File: src/rtl/lex_pkg.sv
`default_nettype none
// ----------------------------------------------------------------------------
// lex_pkg: shared types and constants for the expression lexer
// Token kind codes, scan modes, character tests, keyword and punctuation
// tables, and the result item layout.
// ----------------------------------------------------------------------------
package lex_pkg;

	localparam int KW_NUM     = 8;
	localparam int KW_MAXLEN  = 8;
	localparam int PUNCT_NUM  = 12;

	localparam logic [4:0] KIND_EOF     = 5'd0;
	localparam logic [4:0] KIND_NUMBER  = 5'd1;
	localparam logic [4:0] KIND_IDENT   = 5'd2;
	localparam logic [4:0] KIND_KW_BASE = 5'd3;
	localparam logic [4:0] KIND_PUNCT   = 5'd11;
	localparam logic [4:0] KIND_UNKNOWN = 5'd23;

	localparam logic [7:0] CH_NUL = 8'h00;
	localparam logic [7:0] CH_DOT = 8'h2E;

	typedef enum logic [1:0] {
		MODE_IDLE,
		MODE_NUMBER,
		MODE_IDENT
	} lex_mode_t;

	typedef struct packed {
		logic [4:0]  token_kind;
		logic [15:0] token_start;
		logic [15:0] token_length;
		logic        last;
	} lex_result_t;

	// Up to two results per byte, packed from slot 0; vld[1] implies vld[0].
	typedef struct packed {
		logic [1:0]             vld;
		lex_result_t [1:0]      res;
	} lex_push_t;

	localparam logic [3:0] KW_LEN [KW_NUM] = '{
		4'd3, 4'd4, 4'd6, 4'd3, 4'd3, 4'd3, 4'd4, 4'd3
	};

	localparam logic [7:0] KW_TEXT [KW_NUM][KW_MAXLEN] = '{
		'{"i", "n", "t", 8'h00, 8'h00, 8'h00, 8'h00, 8'h00},
		'{"m", "a", "i", "n", 8'h00, 8'h00, 8'h00, 8'h00},
		'{"r", "e", "t", "u", "r", "n", 8'h00, 8'h00},
		'{"s", "i", "n", 8'h00, 8'h00, 8'h00, 8'h00, 8'h00},
		'{"c", "o", "s", 8'h00, 8'h00, 8'h00, 8'h00, 8'h00},
		'{"t", "a", "n", 8'h00, 8'h00, 8'h00, 8'h00, 8'h00},
		'{"s", "q", "r", "t", 8'h00, 8'h00, 8'h00, 8'h00},
		'{"l", "o", "g", 8'h00, 8'h00, 8'h00, 8'h00, 8'h00}
	};

	localparam logic [7:0] PUNCT_CHAR [PUNCT_NUM] = '{
		"#", "{", "}", "+", "-", "*", "/", "^", "%", "(", ")", ";"
	};

	function automatic logic is_digit(input logic [7:0] c);
		return (c >= "0") && (c <= "9");
	endfunction

	function automatic logic is_alpha(input logic [7:0] c);
		return ((c >= "A") && (c <= "Z")) || ((c >= "a") && (c <= "z"));
	endfunction

	function automatic logic is_space(input logic [7:0] c);
		return (c == " ") || ((c >= 8'd9) && (c <= 8'd13));
	endfunction

	function automatic logic [4:0] punct_kind(input logic [7:0] c);
		logic [4:0] k;
		k = KIND_UNKNOWN;
		for (int i = 0; i < PUNCT_NUM; i++) begin
			if (c == PUNCT_CHAR[i]) begin
				k = KIND_PUNCT + 5'(i);
			end
		end
		return k;
	endfunction

endpackage
`default_nettype wire

File: src/rtl/lex_in_if.sv
`default_nettype none
// ----------------------------------------------------------------------------
// lex_in_if: source byte channel
// Valid/ready channel carrying one source byte and the end-of-text mark.
// ----------------------------------------------------------------------------
interface lex_in_if;
	logic       valid;
	logic       ready;
	logic [7:0] ch;
	logic       end_of_text;

	modport source (output valid, output ch, output end_of_text, input ready);
	modport sink   (input valid, input ch, input end_of_text, output ready);
endinterface
`default_nettype wire

File: src/rtl/lex_out_if.sv
`default_nettype none
// ----------------------------------------------------------------------------
// lex_out_if: token channel
// Valid/ready channel carrying one token per item.
// ----------------------------------------------------------------------------
interface lex_out_if;
	logic        valid;
	logic        ready;
	logic [4:0]  token_kind;
	logic [15:0] token_start;
	logic [15:0] token_length;
	logic        last;

	modport source (output valid, output token_kind, output token_start,
		output token_length, output last, input ready);
	modport sink   (input valid, input token_kind, input token_start,
		input token_length, input last, output ready);
endinterface
`default_nettype wire

File: src/rtl/lex_kw_match.sv
`default_nettype none
// ----------------------------------------------------------------------------
// lex_kw_match: keyword recognizer
// Compares the buffered head of an identifier against the keyword table.
// ----------------------------------------------------------------------------
module lex_kw_match
	import lex_pkg::*;
#(
	parameter int POSITION_BITS = 16,
	parameter int KEYWORD_CHARS = 6
) (
	input  wire logic [7:0]               kw_buf [KEYWORD_CHARS],
	input  wire logic [POSITION_BITS-1:0] count,
	input  wire logic                     too_long,
	output logic      [4:0]               kind
);

	logic [KW_NUM-1:0] hit;

	always_comb begin
		for (int k = 0; k < KW_NUM; k++) begin
			hit[k] = (count == POSITION_BITS'(KW_LEN[k]))
				&& (int'(KW_LEN[k]) <= KEYWORD_CHARS);
			for (int i = 0; i < KEYWORD_CHARS; i++) begin
				if ((i < int'(KW_LEN[k])) && (kw_buf[i] != KW_TEXT[k][i])) begin
					hit[k] = 1'b0;
				end
			end
		end
	end

	always_comb begin
		kind = KIND_IDENT;
		if (!too_long && (count <= POSITION_BITS'(KEYWORD_CHARS))) begin
			for (int k = KW_NUM - 1; k >= 0; k--) begin
				if (hit[k]) begin
					kind = KIND_KW_BASE + 5'(k);
				end
			end
		end
	end

endmodule
`default_nettype wire

File: src/rtl/lex_scan.sv
`default_nettype none
// ----------------------------------------------------------------------------
// lex_scan: scanner state and per-byte token logic
// Holds the scan state, classifies each accepted byte and produces up to
// two result items for it.
// ----------------------------------------------------------------------------
module lex_scan
	import lex_pkg::*;
#(
	parameter int POSITION_BITS = 16,
	parameter int KEYWORD_CHARS = 6
) (
	input  wire logic       clk,
	input  wire logic       arst_n,
	input  wire logic       in_fire,
	input  wire logic [7:0] ch,
	input  wire logic       end_of_text,
	output lex_push_t       push
);

	localparam int KI = $clog2(KEYWORD_CHARS);
	localparam int EW = POSITION_BITS + 16;
	localparam logic [POSITION_BITS-1:0] POS_MAX = '1;
	localparam logic [POSITION_BITS-1:0] POS_ONE = POSITION_BITS'(1);

	lex_mode_t                  mode_q, mode_d;
	logic                       saw_dot_q;
	logic                       too_long_q;
	logic [POSITION_BITS-1:0]   begin_q;
	logic [POSITION_BITS-1:0]   count_q;
	logic [POSITION_BITS-1:0]   pos_q;
	logic [7:0]                 kw_buf_q [KEYWORD_CHARS];

	logic                       eof;
	logic                       dig, alpha, space;
	logic                       used;
	logic                       flush_now;
	logic                       single;
	logic                       kw_room;
	logic [4:0]                 ident_kind;
	logic [4:0]                 pend_kind;
	logic [EW-1:0]              begin_ext, count_ext, pos_ext;
	logic [POSITION_BITS-1:0]   count_inc, pos_inc;
	lex_result_t                pend_res, second_res;

	lex_kw_match #(
		.POSITION_BITS(POSITION_BITS),
		.KEYWORD_CHARS(KEYWORD_CHARS)
	) u_kw_match (
		.kw_buf   (kw_buf_q),
		.count    (count_q),
		.too_long (too_long_q),
		.kind     (ident_kind)
	);

	assign eof     = end_of_text || (ch == CH_NUL);
	assign dig     = is_digit(ch);
	assign alpha   = is_alpha(ch);
	assign space   = is_space(ch);
	assign kw_room = count_q < POSITION_BITS'(KEYWORD_CHARS);

	assign used = ((mode_q == MODE_NUMBER) && (dig || ((ch == CH_DOT) && !saw_dot_q)))
		|| ((mode_q == MODE_IDENT) && (alpha || dig));
	assign flush_now = (mode_q != MODE_IDLE) && (eof || !used);
	assign single    = !eof && !used && !space && !dig && !alpha;

	assign count_inc = (count_q == POS_MAX) ? POS_MAX : count_q + POS_ONE;
	assign pos_inc   = (pos_q == POS_MAX) ? POS_MAX : pos_q + POS_ONE;

	assign begin_ext = EW'(begin_q);
	assign count_ext = EW'(count_q);
	assign pos_ext   = EW'(pos_q);

	// Next scan mode
	always_comb begin
		mode_d = mode_q;
		if (eof) begin
			mode_d = MODE_IDLE;
		end else if (!used) begin
			if (dig) begin
				mode_d = MODE_NUMBER;
			end else if (alpha) begin
				mode_d = MODE_IDENT;
			end else begin
				mode_d = MODE_IDLE;
			end
		end
	end

	// Result items for this byte
	always_comb begin
		pend_kind = (mode_q == MODE_NUMBER) ? KIND_NUMBER : ident_kind;

		pend_res.token_kind   = pend_kind;
		pend_res.token_start  = begin_ext[15:0];
		pend_res.token_length = count_ext[15:0];
		pend_res.last         = !(eof || single);

		second_res.token_kind   = eof ? KIND_EOF : punct_kind(ch);
		second_res.token_start  = pos_ext[15:0];
		second_res.token_length = eof ? 16'd0 : 16'd1;
		second_res.last         = 1'b1;

		if (flush_now) begin
			push.res[0] = pend_res;
			push.res[1] = second_res;
			push.vld    = {eof || single, 1'b1};
		end else begin
			push.res[0] = second_res;
			push.res[1] = second_res;
			push.vld    = {1'b0, eof || single};
		end
	end

	always_ff @(posedge clk or negedge arst_n) begin
		if (!arst_n) begin
			mode_q     <= MODE_IDLE;
			saw_dot_q  <= 1'b0;
			too_long_q <= 1'b0;
			begin_q    <= '0;
			count_q    <= '0;
			pos_q      <= '0;
		end else if (in_fire) begin
			mode_q <= mode_d;
			if (eof) begin
				saw_dot_q  <= 1'b0;
				too_long_q <= 1'b0;
				begin_q    <= '0;
				count_q    <= '0;
				pos_q      <= '0;
			end else begin
				pos_q <= pos_inc;
				if (used) begin
					count_q <= count_inc;
					if ((mode_q == MODE_NUMBER) && (ch == CH_DOT)) begin
						saw_dot_q <= 1'b1;
					end
					if ((mode_q == MODE_IDENT) && !kw_room) begin
						too_long_q <= 1'b1;
					end
				end else if (dig) begin
					begin_q   <= pos_q;
					count_q   <= POS_ONE;
					saw_dot_q <= 1'b0;
				end else if (alpha) begin
					begin_q    <= pos_q;
					count_q    <= POS_ONE;
					too_long_q <= 1'b0;
				end
			end
		end
	end

	// Keyword buffer holds the first bytes of the current identifier
	always_ff @(posedge clk) begin
		if (in_fire && !eof) begin
			if (used && (mode_q == MODE_IDENT) && kw_room) begin
				kw_buf_q[count_q[KI-1:0]] <= ch;
			end else if (!used && alpha) begin
				kw_buf_q[0] <= ch;
			end
		end
	end

endmodule
`default_nettype wire

File: src/rtl/lex_res_fifo.sv
`default_nettype none
// ----------------------------------------------------------------------------
// lex_res_fifo: result queue
// Four-entry queue that takes up to two result items per cycle and
// hands out one per cycle while the sink is ready.
// ----------------------------------------------------------------------------
module lex_res_fifo
	import lex_pkg::*;
(
	input  wire logic  clk,
	input  wire logic  arst_n,
	input  wire logic  push_en,
	input  wire lex_push_t push,
	output logic       room,
	output logic       out_valid,
	input  wire logic  out_ready,
	output lex_result_t out_res
);

	logic [1:0]  wr_q, rd_q;
	logic [2:0]  cnt_q;
	lex_result_t mem_q [4];
	logic [1:0]  wr_n;
	logic        pop;
	logic [1:0]  n_push;

	assign n_push    = push_en ? (2'(push.vld[0]) + 2'(push.vld[1])) : 2'd0;
	assign pop       = out_valid && out_ready;
	assign out_valid = cnt_q != 3'd0;
	assign out_res   = mem_q[rd_q];
	assign room      = cnt_q <= 3'd2;
	assign wr_n      = wr_q + 2'd1;

	always_ff @(posedge clk or negedge arst_n) begin
		if (!arst_n) begin
			wr_q  <= '0;
			rd_q  <= '0;
			cnt_q <= '0;
		end else begin
			wr_q  <= wr_q + n_push;
			cnt_q <= cnt_q + 3'(n_push) - 3'(pop);
			if (pop) begin
				rd_q <= rd_q + 2'd1;
			end
		end
	end

	always_ff @(posedge clk) begin
		if (push_en && push.vld[0]) begin
			mem_q[wr_q] <= push.res[0];
		end
		if (push_en && push.vld[1]) begin
			mem_q[wr_n] <= push.res[1];
		end
	end

endmodule
`default_nettype wire

File: src/rtl/expression_lexer.sv
`default_nettype none
// ----------------------------------------------------------------------------
// expression_lexer: streaming tokenizer for a small expression language
// Scans source text one byte per cycle while the token queue has room and emits tokens.
// ----------------------------------------------------------------------------
// Each accepted byte either extends the pending token, is skipped as
// whitespace, starts a number or identifier, or is a one-byte punctuation or
// unknown token. Tokens come out as kind, start offset and length when they
// end; identifiers of up to KEYWORD_CHARS bytes are checked against eight
// keywords. An end-of-text mark or a zero byte flushes the pending token,
// then emits an end-of-file token at the current offset and restarts the
// offset at zero. Offsets and lengths saturate at 2^POSITION_BITS-1 and are
// reported in their low 16 bits. Throughput: one byte per cycle while each
// byte yields at most one token; a byte that both ends a pending token and
// produces a token of its own (or end of file) yields two, and the output
// side drains one token per cycle. A four-entry token queue separates the
// two sides, so the input keeps flowing while the sink stalls until the
// queue has less than two free slots. The last flag marks the final token
// caused by a byte.
// ----------------------------------------------------------------------------
module expression_lexer
	import lex_pkg::*;
#(
	parameter int POSITION_BITS = 16,
	parameter int KEYWORD_CHARS = 6
) (
	input  wire logic  clk,
	input  wire logic  arst_n,
	lex_in_if.sink     char_in,
	lex_out_if.source  token_out
);

	logic        in_fire;
	logic        room;
	lex_push_t   push;
	lex_result_t out_res;

	// Accept a byte whenever the queue can absorb two more tokens
	assign char_in.ready = room;
	assign in_fire       = char_in.valid && room;

	// Scan state, byte classification and token building
	lex_scan #(
		.POSITION_BITS(POSITION_BITS),
		.KEYWORD_CHARS(KEYWORD_CHARS)
	) u_scan (
		.clk         (clk),
		.arst_n      (arst_n),
		.in_fire     (in_fire),
		.ch          (char_in.ch),
		.end_of_text (char_in.end_of_text),
		.push        (push)
	);

	// Hold finished tokens until the sink takes them
	lex_res_fifo u_res_fifo (
		.clk       (clk),
		.arst_n    (arst_n),
		.push_en   (in_fire),
		.push      (push),
		.room      (room),
		.out_valid (token_out.valid),
		.out_ready (token_out.ready),
		.out_res   (out_res)
	);

	assign token_out.token_kind   = out_res.token_kind;
	assign token_out.token_start  = out_res.token_start;
	assign token_out.token_length = out_res.token_length;
	assign token_out.last         = out_res.last;

endmodule
`default_nettype wire
File: src/flat_wrapper.sv
// flat-port wrapper written by rule: the top's interface ports become plain ports
module expression_lexer_flat import lex_pkg::*;
#(
	parameter int POSITION_BITS = 16,
	parameter int KEYWORD_CHARS = 6
)
  (clk, arst_n, char_in_valid, char_in_ch, char_in_end_of_text, char_in_ready, token_out_valid, token_out_token_kind, token_out_token_start, token_out_token_length, token_out_last, token_out_ready);
  lex_in_if char_in_i ();
  lex_out_if token_out_i ();
  input  wire logic clk;
  input  wire logic arst_n;
  input wire logic [$bits(char_in_i.valid)-1:0] char_in_valid;
  input wire logic [$bits(char_in_i.ch)-1:0] char_in_ch;
  input wire logic [$bits(char_in_i.end_of_text)-1:0] char_in_end_of_text;
  output wire logic [$bits(char_in_i.ready)-1:0] char_in_ready;
  output wire logic [$bits(token_out_i.valid)-1:0] token_out_valid;
  output wire logic [$bits(token_out_i.token_kind)-1:0] token_out_token_kind;
  output wire logic [$bits(token_out_i.token_start)-1:0] token_out_token_start;
  output wire logic [$bits(token_out_i.token_length)-1:0] token_out_token_length;
  output wire logic [$bits(token_out_i.last)-1:0] token_out_last;
  input wire logic [$bits(token_out_i.ready)-1:0] token_out_ready;
  assign char_in_i.valid = char_in_valid;
  assign char_in_i.ch = char_in_ch;
  assign char_in_i.end_of_text = char_in_end_of_text;
  assign char_in_ready = char_in_i.ready;
  assign token_out_valid = token_out_i.valid;
  assign token_out_token_kind = token_out_i.token_kind;
  assign token_out_token_start = token_out_i.token_start;
  assign token_out_token_length = token_out_i.token_length;
  assign token_out_last = token_out_i.last;
  assign token_out_i.ready = token_out_ready;
  expression_lexer #(.POSITION_BITS(POSITION_BITS), .KEYWORD_CHARS(KEYWORD_CHARS)) u_core (.clk(clk), .arst_n(arst_n), .char_in(char_in_i), .token_out(token_out_i));
endmodule
File: config.mk
export PLATFORM = sky130hd
export DESIGN_NAME = expression_lexer_flat
export DESIGN_NICKNAME = d
export VERILOG_FILES = /design/src/rtl/lex_pkg.sv /design/src/rtl/lex_in_if.sv /design/src/rtl/lex_out_if.sv /design/src/rtl/lex_kw_match.sv /design/src/rtl/lex_scan.sv /design/src/rtl/lex_res_fifo.sv /design/src/rtl/expression_lexer.sv /design/src/flat_wrapper.sv
export SDC_FILE = /design/constraint.sdc
export NUM_CORES = 1
export LEC_CHECK = 0
export BUFFER_PORTS_ARGS = -buffer_cell sky130_fd_sc_hd__buf_2
export CELL_PAD_IN_SITES_DETAIL_PLACEMENT = 1
export CELL_PAD_IN_SITES_GLOBAL_PLACEMENT = 1
export CORE_MARGIN = 10
export CORE_UTILIZATION = 53
export DETAILED_ROUTE_END_ITERATION = 7
export MAX_ROUTING_LAYER = met4
export PLACE_DENSITY_LB_ADDON = 0.12
export RECOVER_POWER = 100
export SLEW_MARGIN = 40
export SYNTH_ARGS = -nofsm -noshare
export SYNTH_HDL_FRONTEND = slang
export SYNTH_SLANG_ARGS = --single-unit
File: constraint.sdc
create_clock -name clk -period 9.08 [get_ports clk]
set_clock_uncertainty 0.05 [all_clocks]
set_input_delay 0.908 -clock clk [delete_from_list [all_inputs] [get_ports clk]]
set_output_delay 0.908 -clock clk [all_outputs]
set_load 0.02 [all_outputs]
; ---- Yosys cells after proc, flatten, opt, wreduce, memory -nomap -nowiden
; Memory sizes are Yosys's and may differ from the RTL's.
; Cells that the tools add are included.
[totals]
register_bits = 107
ram_bits = 152
inputBits = 13
output_inout_bits = 40
elab_cells = 231
mem_count = 1
[op_classes]
add_sub_neg = 8
magnitude_cmp = 13
n_eq_ne = 49
n_mux = 88
n_bitwise = 1
n_reduce_logical = 56
[mem_list]
columns = memory, words, width, read_ports, rd_ports_with_merged_regs, write_ports, line_no
row1 = u_core.u_res_fifo.mem_q, 4, 38, 1, 0, 2, lex_res_fifo.sv:22  ; lex_result_t mem_q [4];
[ops]
columns = op, n
row1 = != test 8 x 7 -> 1 bit (second input constant), 24
row2 = two-way mux 16 bit, 11
row3 = two-way mux 5 bit, 22
row4 = == test 8 x 6 -> 1 bit (second input constant), 11
row5 = two-way mux 78 bit, 1
row6 = bitwise mux 48 bit, 1
row7 = two-way mux 1 bit, 43
row8 = adder 16 x 1 -> 16 bit (second input constant), 2
row9 = == test 16 bit (second input constant), 2
row10 = == test 16 x 3 -> 1 bit (second input constant), 2
row11 = demux 8 bit (select 3 bit), 1
row12 = == test 8 x 7 -> 1 bit (second input constant), 3
row13 = logical AND 1 bit, 24
row14 = two-way mux 8 bit, 3
row15 = == test 16 x 2 -> 1 bit (second input constant), 1
row16 = >= comparator 8 x 7 -> 1 bit (second input constant), 2
row17 = less-or-equal comparator 16 x 3 -> 1 bit (second input constant), 1
row18 = less-or-equal comparator 8 x 7 -> 1 bit (second input constant), 2
row19 = less-than comparator 16 x 3 -> 1 bit (second input constant), 1
row20 = nonzero test 3 bit, 4
row21 = two-way mux 2 bit, 5
row22 = logical NOT 1 bit, 9
row23 = != test 3 x 2 -> 1 bit (second input constant), 3
row24 = >= comparator 8 x 4 -> 1 bit (second input constant), 1
row25 = 23 further kinds, 36

; ---- Depth between registers and ports, before layout
; Gate-level depths: netlist of the first run.
[logic_depth]
word_depth = 19
ltp_mapped = 15
mapped_depth_nobuf = 15

; ---- Cells and area by module
; From an unflattened synthesis of the first run, not the netlist that was laid out.
[unflattened]
hier_cells = 985
hier_area_um2 = 13813.2
[modules_own_cells]
columns = module, n_inst, cells_each, area_each_um2, seq_area_each_um2
row1 = lex_res_fifo, 1, 413, 8059.0, 4739.5
row2 = lex_scan, 1, 498, 5223.8, 2742.6
row3 = lex_kw_match, 1, 73, 524.3, 0.0
row4 = expression_lexer, 1, 1, 6.3, 0.0

; ---- Least setup slack after synthesis of the first run
; Ideal clock, no wire load.
[synth_timing]
kind = input port to flip-flop
start = input char_in_ch[0]
end = memory u_core.u_res_fifo.mem_q[0][17] in the netlist's numbering, enable pin
arrival_ps = 4404
setup_slack_ps = 4248
path_stages = 10
n_path_buf = 1
path_cell_list = or4_4 -> o221ai_2 -> a21oi_2 -> a311oi_4 -> inv_2 -> ha_1 -> clkbuf_1 -> nor4_1 -> nor2_1 -> inv_1
[synth_lines]
columns = item, line_no
row1 = "start, declared", flat_wrapper.sv:13  ; input wire logic [$bits(char_in_i.ch)-1:0] char_in_ch;
row2 = "end, declared", lex_res_fifo.sv:22

==> results of run 1 <==
==> synth_stat cells (all sizes together) (10+ instances only) <==
cell	n	area (µm²)
edfxtp	136	4080
a22o	81	709
nor2	66	278
dfxtp	64	1280
a32o	60	601
dfrtp	59	1480
a21oi	55	294
clkbuf	55	208
nand2	46	173
mux4	38	856
o21ai	37	208
buf	33	195
inv	28	105
nand3	26	130
nor3	22	115
or3	15	93.8
and2	12	75.1
nand4	12	75.1
a31oi	10	68.8
ha	10	125
o31ai	10	88.8
==> power breakdown <==
| part | total (µW) | internal [µW] | leakage, µW | switching, µW |
|---|---|---|---|---|
| clock network | 1280 | 802 | 0.000495 | 482 |
| logic | 851 | 277 | 0.00163 | 574 |
| registers | 1470 | 1340 | 0.00254 | 125 |
==> how the worst min path moves through the flow <==
stage                                         from  cells past startpoint                             end  slack [ns]
floorplan            u_core.u_res_fifo.mem_q[2][0]                      1   u_core.u_res_fifo.mem_q[2][0]        0.38
global route        u_core.u_res_fifo.mem_q[3][15]                      1  u_core.u_res_fifo.mem_q[3][15]        0.43
finish              u_core.u_res_fifo.mem_q[3][11]                      1  u_core.u_res_fifo.mem_q[3][11]        0.42
detailed placement  u_core.u_res_fifo.mem_q[2][10]                      1  u_core.u_res_fifo.mem_q[2][10]        0.40
CTS                                         arst_n                      2       u_core.u_res_fifo.rd_q[1]        0.42
global placement     u_core.u_res_fifo.mem_q[1][7]                      1   u_core.u_res_fifo.mem_q[1][7]        0.39
==> state kept, by name, summed over array words and instances (netlist names) <==
signal	cells
u_core.u_scan.count_q	16
u_core.u_scan.kw_buf_q	48
u_core.u_scan.pos_q	16
u_core.u_scan.begin_q	16
u_core.u_res_fifo.mem_q	152
u_core.u_scan.mode_q	2
u_core.u_res_fifo.wr_q	2
u_core.u_res_fifo.cnt_q	3
u_core.u_scan.too_long_q	1
u_core.u_res_fifo.rd_q	2
u_core.u_scan.saw_dot_q	1
==> placed cells by master (no fill, tap or decap), types with 6 or more instances in the layout <==
cell / instances
bufinv_16: 8
clkbuf_16: 28
or3_1: 15
clkbuf_1: 60
o22a_1: 7
nand4_1: 12
o221ai_1: 6
nor2_1: 61
inv_1: 24
a21oi_1: 54
and3_1: 8
nand3_1: 26
and4b_1: 6
nand2_1: 46
dfrtp_1: 57
ha_1: 10
a22o_1: 81
nor4_1: 7
o31ai_1: 10
buf_4: 6
a32o_1: 60
mux4_2: 38
xnor2_1: 6
edfxtp_1: 136
and2_0: 8
o21ai_0: 34
nor4bb_1: 9
a31oi_1: 10
nor3b_1: 6
nor2b_1: 7
nand4b_1: 6
dfxtp_1: 64
nor3_1: 19
==> routing by layer <==
metal  up-vias  wire length, µm  global-route usage
met4         0              737              0.0586
met5         -                0                   -
met2       353            17000               0.374
met1      4737            15800               0.325
met3        59             2390              0.0327
li1       4042                -                   -
==> final cells by class <==
type | instances | share of cell area
multi-input cells | 635 | 0.366
clock buffers | 35 | 0.0540
well taps | 313 | 0.0287
inverters | 29 | 0.00797
repair buffers | 65 | 0.0200
clock inverters | 16 | 0.0216
flip-flops and latches | 259 | 0.501
==> worst max-delay path, stage by stage <==
cell      delay [ns]
clkbuf_1        0.35
or4_1           0.67
o31ai_1         0.48
clkbuf_1        0.87
a21oi_1         0.26
ha_1            0.45
or3_1           0.59
o21ai_0         2.17
a22o_1          0.43
==> kinds of logic after synthesis <==
| logic type | after synthesis |
|---|---|
| AO/OA/AOI/OAI | 306 |
| AND/OR/NAND/NOR | 272 |
| flip-flops | 259 |
| buffers and inverters | 117 |
| multiplexers | 38 |
| adder cells (fa/ha/maj) | 11 |
| XOR/XNOR | 8 |
==> per-stage QoR <==
stage	setup WS (ns)	hold WS (ns)	instances	power [µW]	area, µm²
floorplan	4.25	0.381	1011	2050	12400
global route	2.06	0.431	1352	3750	13700
finish	2.25	0.417	1352	3600	13700
CTS	4.28	0.419	1352	3650	13900
global placement	3.16	0.394	1301	2320	12800
detailed placement	3.73	0.400	1301	2360	12800
==> metrics.md, run 1 <==
| Metric | Value |
|---|---|
| Status | finished, violations left |
| Multi-input logic area | 0.00500 mm² |
| P_leak | 0.00467 µW |
| Die area | 0.0299 mm² |
| Worst-path clk slew | 0.06 ns |
| Failing checks | capacitance limit, slew limit |
| Initial antenna violation count | 0 |
| TritonCTS clock tree | yes |
| H-tree depth | 1 |
| WL final | 36000 µm |
| Most frequently used flop master after synthesis | edfxtp_1 |
| Clock period minus worst slack | 6.83 ns |
| Postcts setup bufs | 0 |
| Post-Syn Area per Cell | 12.3 µm² |
| Worst R2R Setup Slack | 3.53 ns |
| Post-synthesis simple-gate area fraction | 0.123 |
| Crit path from | char_in_ch[2] |
| Fmax | 0.146 GHz |
| Initial Util | 0.543 |
| CP startpoint kind | primary input |
| Final setup fails | 0 |
| Largest net degree at the start of global routing | 68 |
| Bufs on Longest Clock Path | 3 |
| Detailed Route Iter0 Violations | 809 |
| Routed wire per std cell | 26.6 µm |
| Cell area power density | 264 mW/mm² |
| Gr usage total | 0.239 |
| FFs w/ async S/R, synth | 0.228 |
| First-pass GRT wire length | 56100 µm |
| N_diodes | 0 |
| Post-synthesis compound-gate area fraction | 0.197 |
| # rows | 55 |
| Register area | 0.00685 mm² |
| Data arrival, critical path | 7.19 ns |
| Post-route ant nets | 0 |
| Worst hold path class | reg -> reg |
| Yosys cell types | 82 |
| Syn Inst Count | 1011 |
| EDFF count, synth | 136 |
| Layout cell share with drive strength beyond 1 | 0.111 |
| Fin util | 0.598 |
| Post-Syn Nets | 1035 |
| Via/cell ratio | 6.80 |
| Number of I/O pins | 53 |
| #FFs+latches synth | 259 |
| Crit path to | u_core.u_res_fifo.mem_q[1][21] |
| FF-to-FF Start | u_core.u_scan.mode_q[1] |
| Nets@finish | 1042 |
| Total global routing overflow | 0 |
| Dpl hpwl | 23100 µm |
| VDD IR max | 216 µV |
| PortBufs | 52 |
| CP required | 9.44 ns |
| Core area | 0.0228 mm² |
| Mux share of post-synthesis cell area | 0.0690 |
| Total CTS buffers | 28 |
| Clock root buffer | clkbuf_16 |
| Area growth, synth to finish | 10.1% |
| Synthesized cell area | 0.0124 mm² |
| Worst Reg-to-Reg Cells | 9 |
| Hold-fix buffers at CTS | 0 |
| Reg-to-Reg End | u_core.u_res_fifo.mem_q[1][21] |
| Largest family of logic cells by synthesized area | compound AO/OA/AOI/OAI gates |
| Sink Count | 259 |
| First-pass detailed-route iteration total | 5 |
| Number of global-route vias before repair | 9499 |
| Die height | 173 µm |
| Post-synthesis sequential area ratio | 0.552 |
| RSZ-0062 raised after global routing | no |
| Filler cell count | 2308 |
| YS warnings | 0 |
| Adder-Cell Fraction of Synth Area | 0.0117 |
| Crit Path Max Fanout | 21 |
| Clk_lat worst skew | 0.56 ns |
| RD Place Congestion | 0.855 |
| Max Cap Violations | 6 |
| XOR/XNOR Fraction of Synth Area | 0.00565 |
| Fin crit share | 0.752 |
| Crit. End Element | register |
| Final Hold Viols | 0 |
| Max-slew headroom | -1.51 |
| Drt drc | 0 |
| Setup TNS | 0 ns |
| Post-cts resize count | 0 |
| Crit Path Class | in -> reg |
| Die width | 173 µm |
| Worst-Margin Slew | 3.76 ns |
| Max-slew violations | 176 |
| DR vias | 9191 |
Power figures use the tool's default switching activity.
==> inputs of run 2 (changes only) <==
Settings changed: CORE_UTILIZATION 53 to 46.
Clock period 9.08 ns to 5.75 ns, I/O delays scaled along.
==> metrics.md, run 2 (same netlist as run 1, synthesis figures left out) <==
| Metric | Value |
|---|---|
| Status | finished, violations left |
| Failing checks | capacitance limit, slew limit |
| Critical Path, Cell by Cell | clkbuf_1 -> or4_1 -> o221ai_1 -> a21oi_1 -> a311oi_1 -> inv_2 -> ha_1 -> or3_1 -> o21ai_4 -> inv_1 -> o32ai_2 |
| Number of I/O pins | 53 (unchanged) |
| Total global routing overflow | 0 (unchanged) |
| Layout cell share with drive strength beyond 1 | 0.121 (+0.0106) |
| Clock period minus worst slack | 4.75 ns |
| Final WS setup | 1.00 ns (-1.24 ns) |
| N_diodes | 0 (unchanged) |
| RD Place Congestion | 0.835 (-2.4%) |
| Post-cts resize count | 0 (unchanged) |
| PortBufs | 52 (unchanged) |
| Cell area after layout | 0.0137 mm² (about the same) |
| VDD IR max | 236 µV (+9.3%) |
| Hold_sp | u_core.u_res_fifo.mem_q[0][13] |
| Postcts setup bufs | 0 (unchanged) |
| Crit Path Max Fanout | 19 (-9.5%) |
| Fmax | 0.211 GHz |
| Routed wire per std cell | 24.9 µm (-6.5%) |
| CP max-delay cell | or4_1 |
| Bufs on Longest Clock Path | 3 (unchanged) |
| First-pass detailed-route iteration total | 5 (unchanged) |
| TritonCTS clock tree | yes |
| P_leak | 0.00470 µW (+0.68%) |
| Largest regs | u_core.u_res_fifo.mem_q (152), u_core.u_scan.kw_buf_q (48) |
| Sink Count | 259 (unchanged) |
| Worst-path clk slew | 0.06 ns (about the same) |
| CP required | 6.07 ns (-3.37 ns) |
| Clk_lat worst skew | 0.54 ns (-0.02 ns) |
| DR vias | 9001 (-2.1%) |
| H-tree depth | 1 (unchanged) |
| Max Cap Violations | 4 (-2) |
| Worst R2R Setup Slack | 1.73 ns (-1.80 ns) |
| Detailed Route Iter0 Violations | 733 (-9.4%) |
| Post-route non-filler standard cell count | 1396 (+3.3%) |
| Crit. End Element | register |
| Fin util | 0.511 (-0.0863) |
| Commonest non-fill, non-tap cell in the layout | edfxtp_1 |
| Via/cell ratio | 6.45 (-5.2%) |
| CP max stage delay | 0.72 ns (-1.45 ns) |
| # rows | 60 (+9.1%) |
| Data arrival, critical path | 5.07 ns (-2.12 ns) |
| Worst hold endpoint | u_core.u_res_fifo.mem_q[0][13] |
| Drt drc | 0 (unchanged) |
| WL final | 34700 µm (-3.5%) |
| Total CTS buffers | 29 (+3.6%) |
| Hold Path Depth | 1 (unchanged) |
| Die area | 0.0339 mm² (+13%) |
| Fin crit share | 0.825 |
| Post-route ant nets | 0 (unchanged) |
| Hold-fix buffers at CTS | 0 (unchanged) |
| FF-to-FF Start | u_core.u_scan.mode_q[0] |
| Max-slew violations | 115 (-35%) |
| Dpl hpwl | 22200 µm (-3.6%) |
| Setup TNS | 0 ns (unchanged) |
| RSZ-0062 raised after global routing | no |
| Number of global-route vias before repair | 9184 (-3.3%) |
| Largest reg by FF count | u_core.u_res_fifo.mem_q |
| Reg-to-Reg End | u_core.u_res_fifo.mem_q[1][28] |
| Gr usage total | 0.211 (-0.0281) |
| Largest net degree at the start of global routing | 67 (-1.5%) |
| Max reg flops | 152 (unchanged) |
| Worst hold path class | reg -> reg |
| Initial antenna violation count | 0 (unchanged) |
| Clock root buffer | clkbuf_16 |
| Area growth, synth to finish | 10.2% (about the same) |
| Cell area power density | 394 mW/mm² (+49%) |
| Die height | 184 µm (+6.5%) |
| Core area | 0.0267 mm² (+17%) |
| Worst Reg-to-Reg Cells | 11 (+2) |
| Final setup fails | 0 (unchanged) |
| Die width | 184 µm (+6.5%) |
| Nets@finish | 1057 (+1.4%) |
| First-pass GRT wire length | 55100 µm (-1.9%) |
| CP startpoint kind | primary input |
| Max-slew headroom | -1.48 (+0.0269) |
| Initial Util | 0.464 (-0.0788) |
| Final Hold Viols | 0 (unchanged) |
| Placed Instance Area | 0.0129 mm² (+0.67%) |
| Worst-Margin Slew | 3.72 ns (-0.0404 ns) |
| Placed insts | 1343 (+3.2%) |
| Setup slack at placement | 1.24 ns (-2.49 ns) |
| Crit Path Class | in -> reg |
| Most frequent cells in the layout | 136 x edfxtp_1, 81 x a22o_1, 64 x clkbuf_1, 64 x dfxtp_1, 62 x nor2_1 |
[run 2: changes by cell type in the layout (fill, tap and decap cells not counted), moves of 2 or more]
cell       previous run  this run
clkbuf_8              1         7
clkinv_1              3         1
buf_4                 6        20
nor3_1               19        21
nor3_4                2         0
clkbuf_1             60        64
bufinv_16             8         0
[run 2: how the worst max path moves through the flow]
stage / endpoint / cells past startpoint / startpoint
5_1_grt: u_core.u_res_fifo.mem_q[1][34] / 12 / char_in_ch[1]
3_3_place_gp: u_core.u_res_fifo.mem_q[2][32] / 12 / char_in_ch[1]
3_5_place_dp: u_core.u_res_fifo.mem_q[2][31] / 12 / char_in_ch[1]
2_1_floorplan: u_core.u_res_fifo.mem_q[0][17] / 10 / char_in_ch[0]
4_1_cts: u_core.u_res_fifo.mem_q[0][0] / 14 / u_core.u_scan.mode_q[0]
6_report: u_core.u_res_fifo.mem_q[3][34] / 11 / char_in_ch[1]
[run 2: critical path: cells and delay by family]
family	cells	cell delay (ns)
fa+ha+maj	1	0.39
simple gates	2	1.33
compound gates	5	2.04
buf+inv	3	0.72
[run 2: per-layer routing]
metal,share of wire,GRT usage,vias to the layer above
li1,-,-,4074
met4,0.013,0.0397,0
met3,0.061,0.0341,38
met2,0.46,0.322,259
met5,0,-,-
met1,0.47,0.294,4630
[run 2: final cells by class]
| cell class | count | area (µm²) |
|---|---|---|
| Sequential cell | 259 | 6850 |
| Clock inverter | 4 | 30.0 |
| Tap cell | 341 | 427 |
| Timing Repair Buffer | 79 | 380 |
| Inverter | 29 | 109 |
| Fill cell | 2753 | 13100 |
| Clock buffer | 49 | 875 |
| Multi-Input combinational cell | 635 | 5000 |
[run 2: metrics by stage]
step                      total power [µW]  hold WS, ns
after global routing                  5660        0.423
final                                 5390        0.412
after floorplan                       3240        0.229
after CTS                             5500       0.0825
after detailed placement              3730        0.404
after global placement                3700        0.392
[run 2: report_power, final]
part           leakage, µW  switching [µW]  total, µW  internal (µW)
sequential         0.00254             235       2350           2120
clock             0.000445             724       1750           1030
combinational      0.00171             839       1280            445
==> inputs of run 3 (changes only) <==
Clock period 5.75 ns to 3.9 ns, I/O delays scaled along.
==> metrics.md, run 3 (same netlist as run 1, synthesis figures left out) <==
| Metric | Value |
|---|---|
| Status | finished, violations left |
| Failing checks | capacitance limit, slew limit |
| Initial Util | 0.464 (unchanged) |
| Drt drc | 0 (unchanged) |
| CP startpoint kind | register |
| Final WS setup | 0.326 ns (-0.678 ns) |
| N_diodes | 0 (unchanged) |
| Setup TNS | 0 ns (unchanged) |
| Post-route ant nets | 0 (unchanged) |
| Placed Instance Area | 0.0132 mm² (+2.3%) |
| DR vias | 9203 (+2.2%) |
| Total CTS buffers | 29 (unchanged) |
| Largest net degree at the start of global routing | 62 (-7.5%) |
| Core area | 0.0267 mm² (unchanged) |
| Final Hold Viols | 0 (unchanged) |
| # rows | 60 (unchanged) |
| H-tree depth | 1 (unchanged) |
| Crit path buffers/inverters | 1 (-2) |
| RSZ-0062 raised after global routing | no |
| Number of I/O pins | 53 (unchanged) |
| First-pass GRT wire length | 56300 µm (+2.2%) |
| Worst-Margin Slew | 2.00 ns (-1.72 ns) |
| Routed wire per std cell | 24.8 µm (-0.27%) |
| Crit Path Max Fanout | 10 (-9) |
| Layout cell share with drive strength beyond 1 | 0.158 (+0.0369) |
| Die width | 184 µm (unchanged) |
| P_leak | 0.00488 µW (+3.9%) |
| Critical Path, Cell by Cell | or4bb_1 -> or4_4 -> a21oi_4 -> a311oi_4 -> ha_1 -> nand2_1 -> or2_2 -> o21ai_4 -> clkbuf_2 -> a22o_1 |
| VDD IR max | 373 µV (+58%) |
| Sink Count | 259 (unchanged) |
| PortBufs | 52 (unchanged) |
| Crit Path Class | reg -> reg |
| Hold-fix buffers at CTS | 1 (+1) |
| CP top delay family | simple AND/OR/NAND/NOR gates |
| Final setup fails | 0 (unchanged) |
| Worst-path clk slew | 0.06 ns (about the same) |
| Fin crit share | 0.916 |
| CP max-delay cell | or4bb_1 |
| CP required | 4.14 ns (-1.93 ns) |
| Postcts setup bufs | 0 (unchanged) |
| CP max stage delay | 0.58 ns (-0.14 ns) |
| Bufs on Longest Clock Path | 3 (unchanged) |
| First-pass detailed-route iteration total | 5 (unchanged) |
| TritonCTS clock tree | yes |
| Max Cap Violations | 1 (-3) |
| Max reg flops | 152 (unchanged) |
| WL final | 35400 µm (+2.0%) |
| Clock period minus worst slack | 3.57 ns |
| Number of global-route vias before repair | 9476 (+3.2%) |
| Largest reg by FF count | u_core.u_res_fifo.mem_q |
| Largest regs | u_core.u_res_fifo.mem_q (152), u_core.u_scan.kw_buf_q (48) |
| Most frequent cells in the layout | 136 x edfxtp_1, 81 x a22o_1, 64 x clkbuf_1, 64 x dfxtp_1 |
| Commonest non-fill, non-tap cell in the layout | edfxtp_1 |
| Die height | 184 µm (unchanged) |
| Detailed Route Iter0 Violations | 766 (+4.5%) |
| Max-slew violations | 30 (-74%) |
| Max-slew headroom | -0.333 (+1.15) |
| Total global routing overflow | 0 (unchanged) |
| Worst hold path class | in -> reg |
| Final hold slack | 0.206 ns (-0.207 ns) |
| Dpl hpwl | 23200 µm (+4.3%) |
| Clock root buffer | clkbuf_16 |
| Post-cts resize count | 0 (unchanged) |
| Fmax | 0.280 GHz |
| Crit. End Element | register |
| Die area | 0.0339 mm² (unchanged) |
| Clk_lat worst skew | 0.55 ns (about the same) |
| Cell area after layout | 0.0141 mm² (+3.5%) |
| Setup slack at placement | 0.174 ns (-1.07 ns) |
| Area growth, synth to finish | 14.1% |
| Initial antenna violation count | 0 (unchanged) |
| Data arrival, critical path | 3.82 ns (-1.25 ns) |
| Cell area power density | 598 mW/mm² (+52%) |
| RD Place Congestion | 0.842 (+0.83%) |
| Gr usage total | 0.215 (+0.00432) |
| Nets@finish | 1088 (+2.9%) |
| Via/cell ratio | 6.44 (about the same) |
[run 3: changes by cell type in the layout (fill, tap and decap cells not counted), sizes merged]
| cell | delta |
|---|---|
| clkbuf | +13 |
| buf | +11 |
| clkinvlp | +5 |
| inv | -5 |
| bufinv | +4 |
| clkinv | +3 |
| dlygate4sd3 | +1 |
[run 3: cell type report]
class                           count  area, µm²
Inverter                           29        124
Clock inverter                     11        163
Tap cell                          341        427
Sequential cell                   259       6850
Clock buffer                       43        906
Timing Repair Buffer              110        613
Multi-Input combinational cell    635       5070
Fill cell                        2762      12600
[run 3: report_power, final]
part	internal, µW	switching (µW)	total [µW]	leakage [µW]
registers	3120	317	3440	0.00254
clock network	1870	1110	2980	0.000523
logic	721	1320	2040	0.00182
total	5710	2750	8460	0.00488
[run 3: stage by stage]
stage                     utilization  total power, µW  cells
after floorplan                     -             4790   1011
after CTS                       0.535             8590   1428
after global routing            0.529             8840   1428
final                           0.529             8460   1428
after detailed placement        0.495             5610   1373
after global placement          0.494             5570   1373
[run 3: final timing paths]
path	cells after the start	slack [ns]	startpoint	endpoint
max in group asynchronous	3	1.17	arst_n	u_core.u_scan.pos_q[6]
setup reg to reg	10	0.33	u_core.u_scan.mode_q[0]	u_core.u_res_fifo.mem_q[3][32]
hold reg to reg	1	0.41	u_core.u_res_fifo.mem_q[3][6]	u_core.u_res_fifo.mem_q[3][6]
setup / recovery	10	0.33	u_core.u_scan.mode_q[0]	u_core.u_res_fifo.mem_q[3][32]
min in group asynchronous	2	0.89	arst_n	u_core.u_res_fifo.rd_q[0]
hold / removal	1	0.21	char_in_ch[7]	u_core.u_scan.kw_buf_q[47]
[run 3: metal layers]
layer	global-route usage	vias to the layer above	routed length, µm
met4	0.0521	0	625
met2	0.327	260	16100
met5	-	-	0
met3	0.0252	48	1770
li1	-	4135	-
met1	0.303	4760	16900
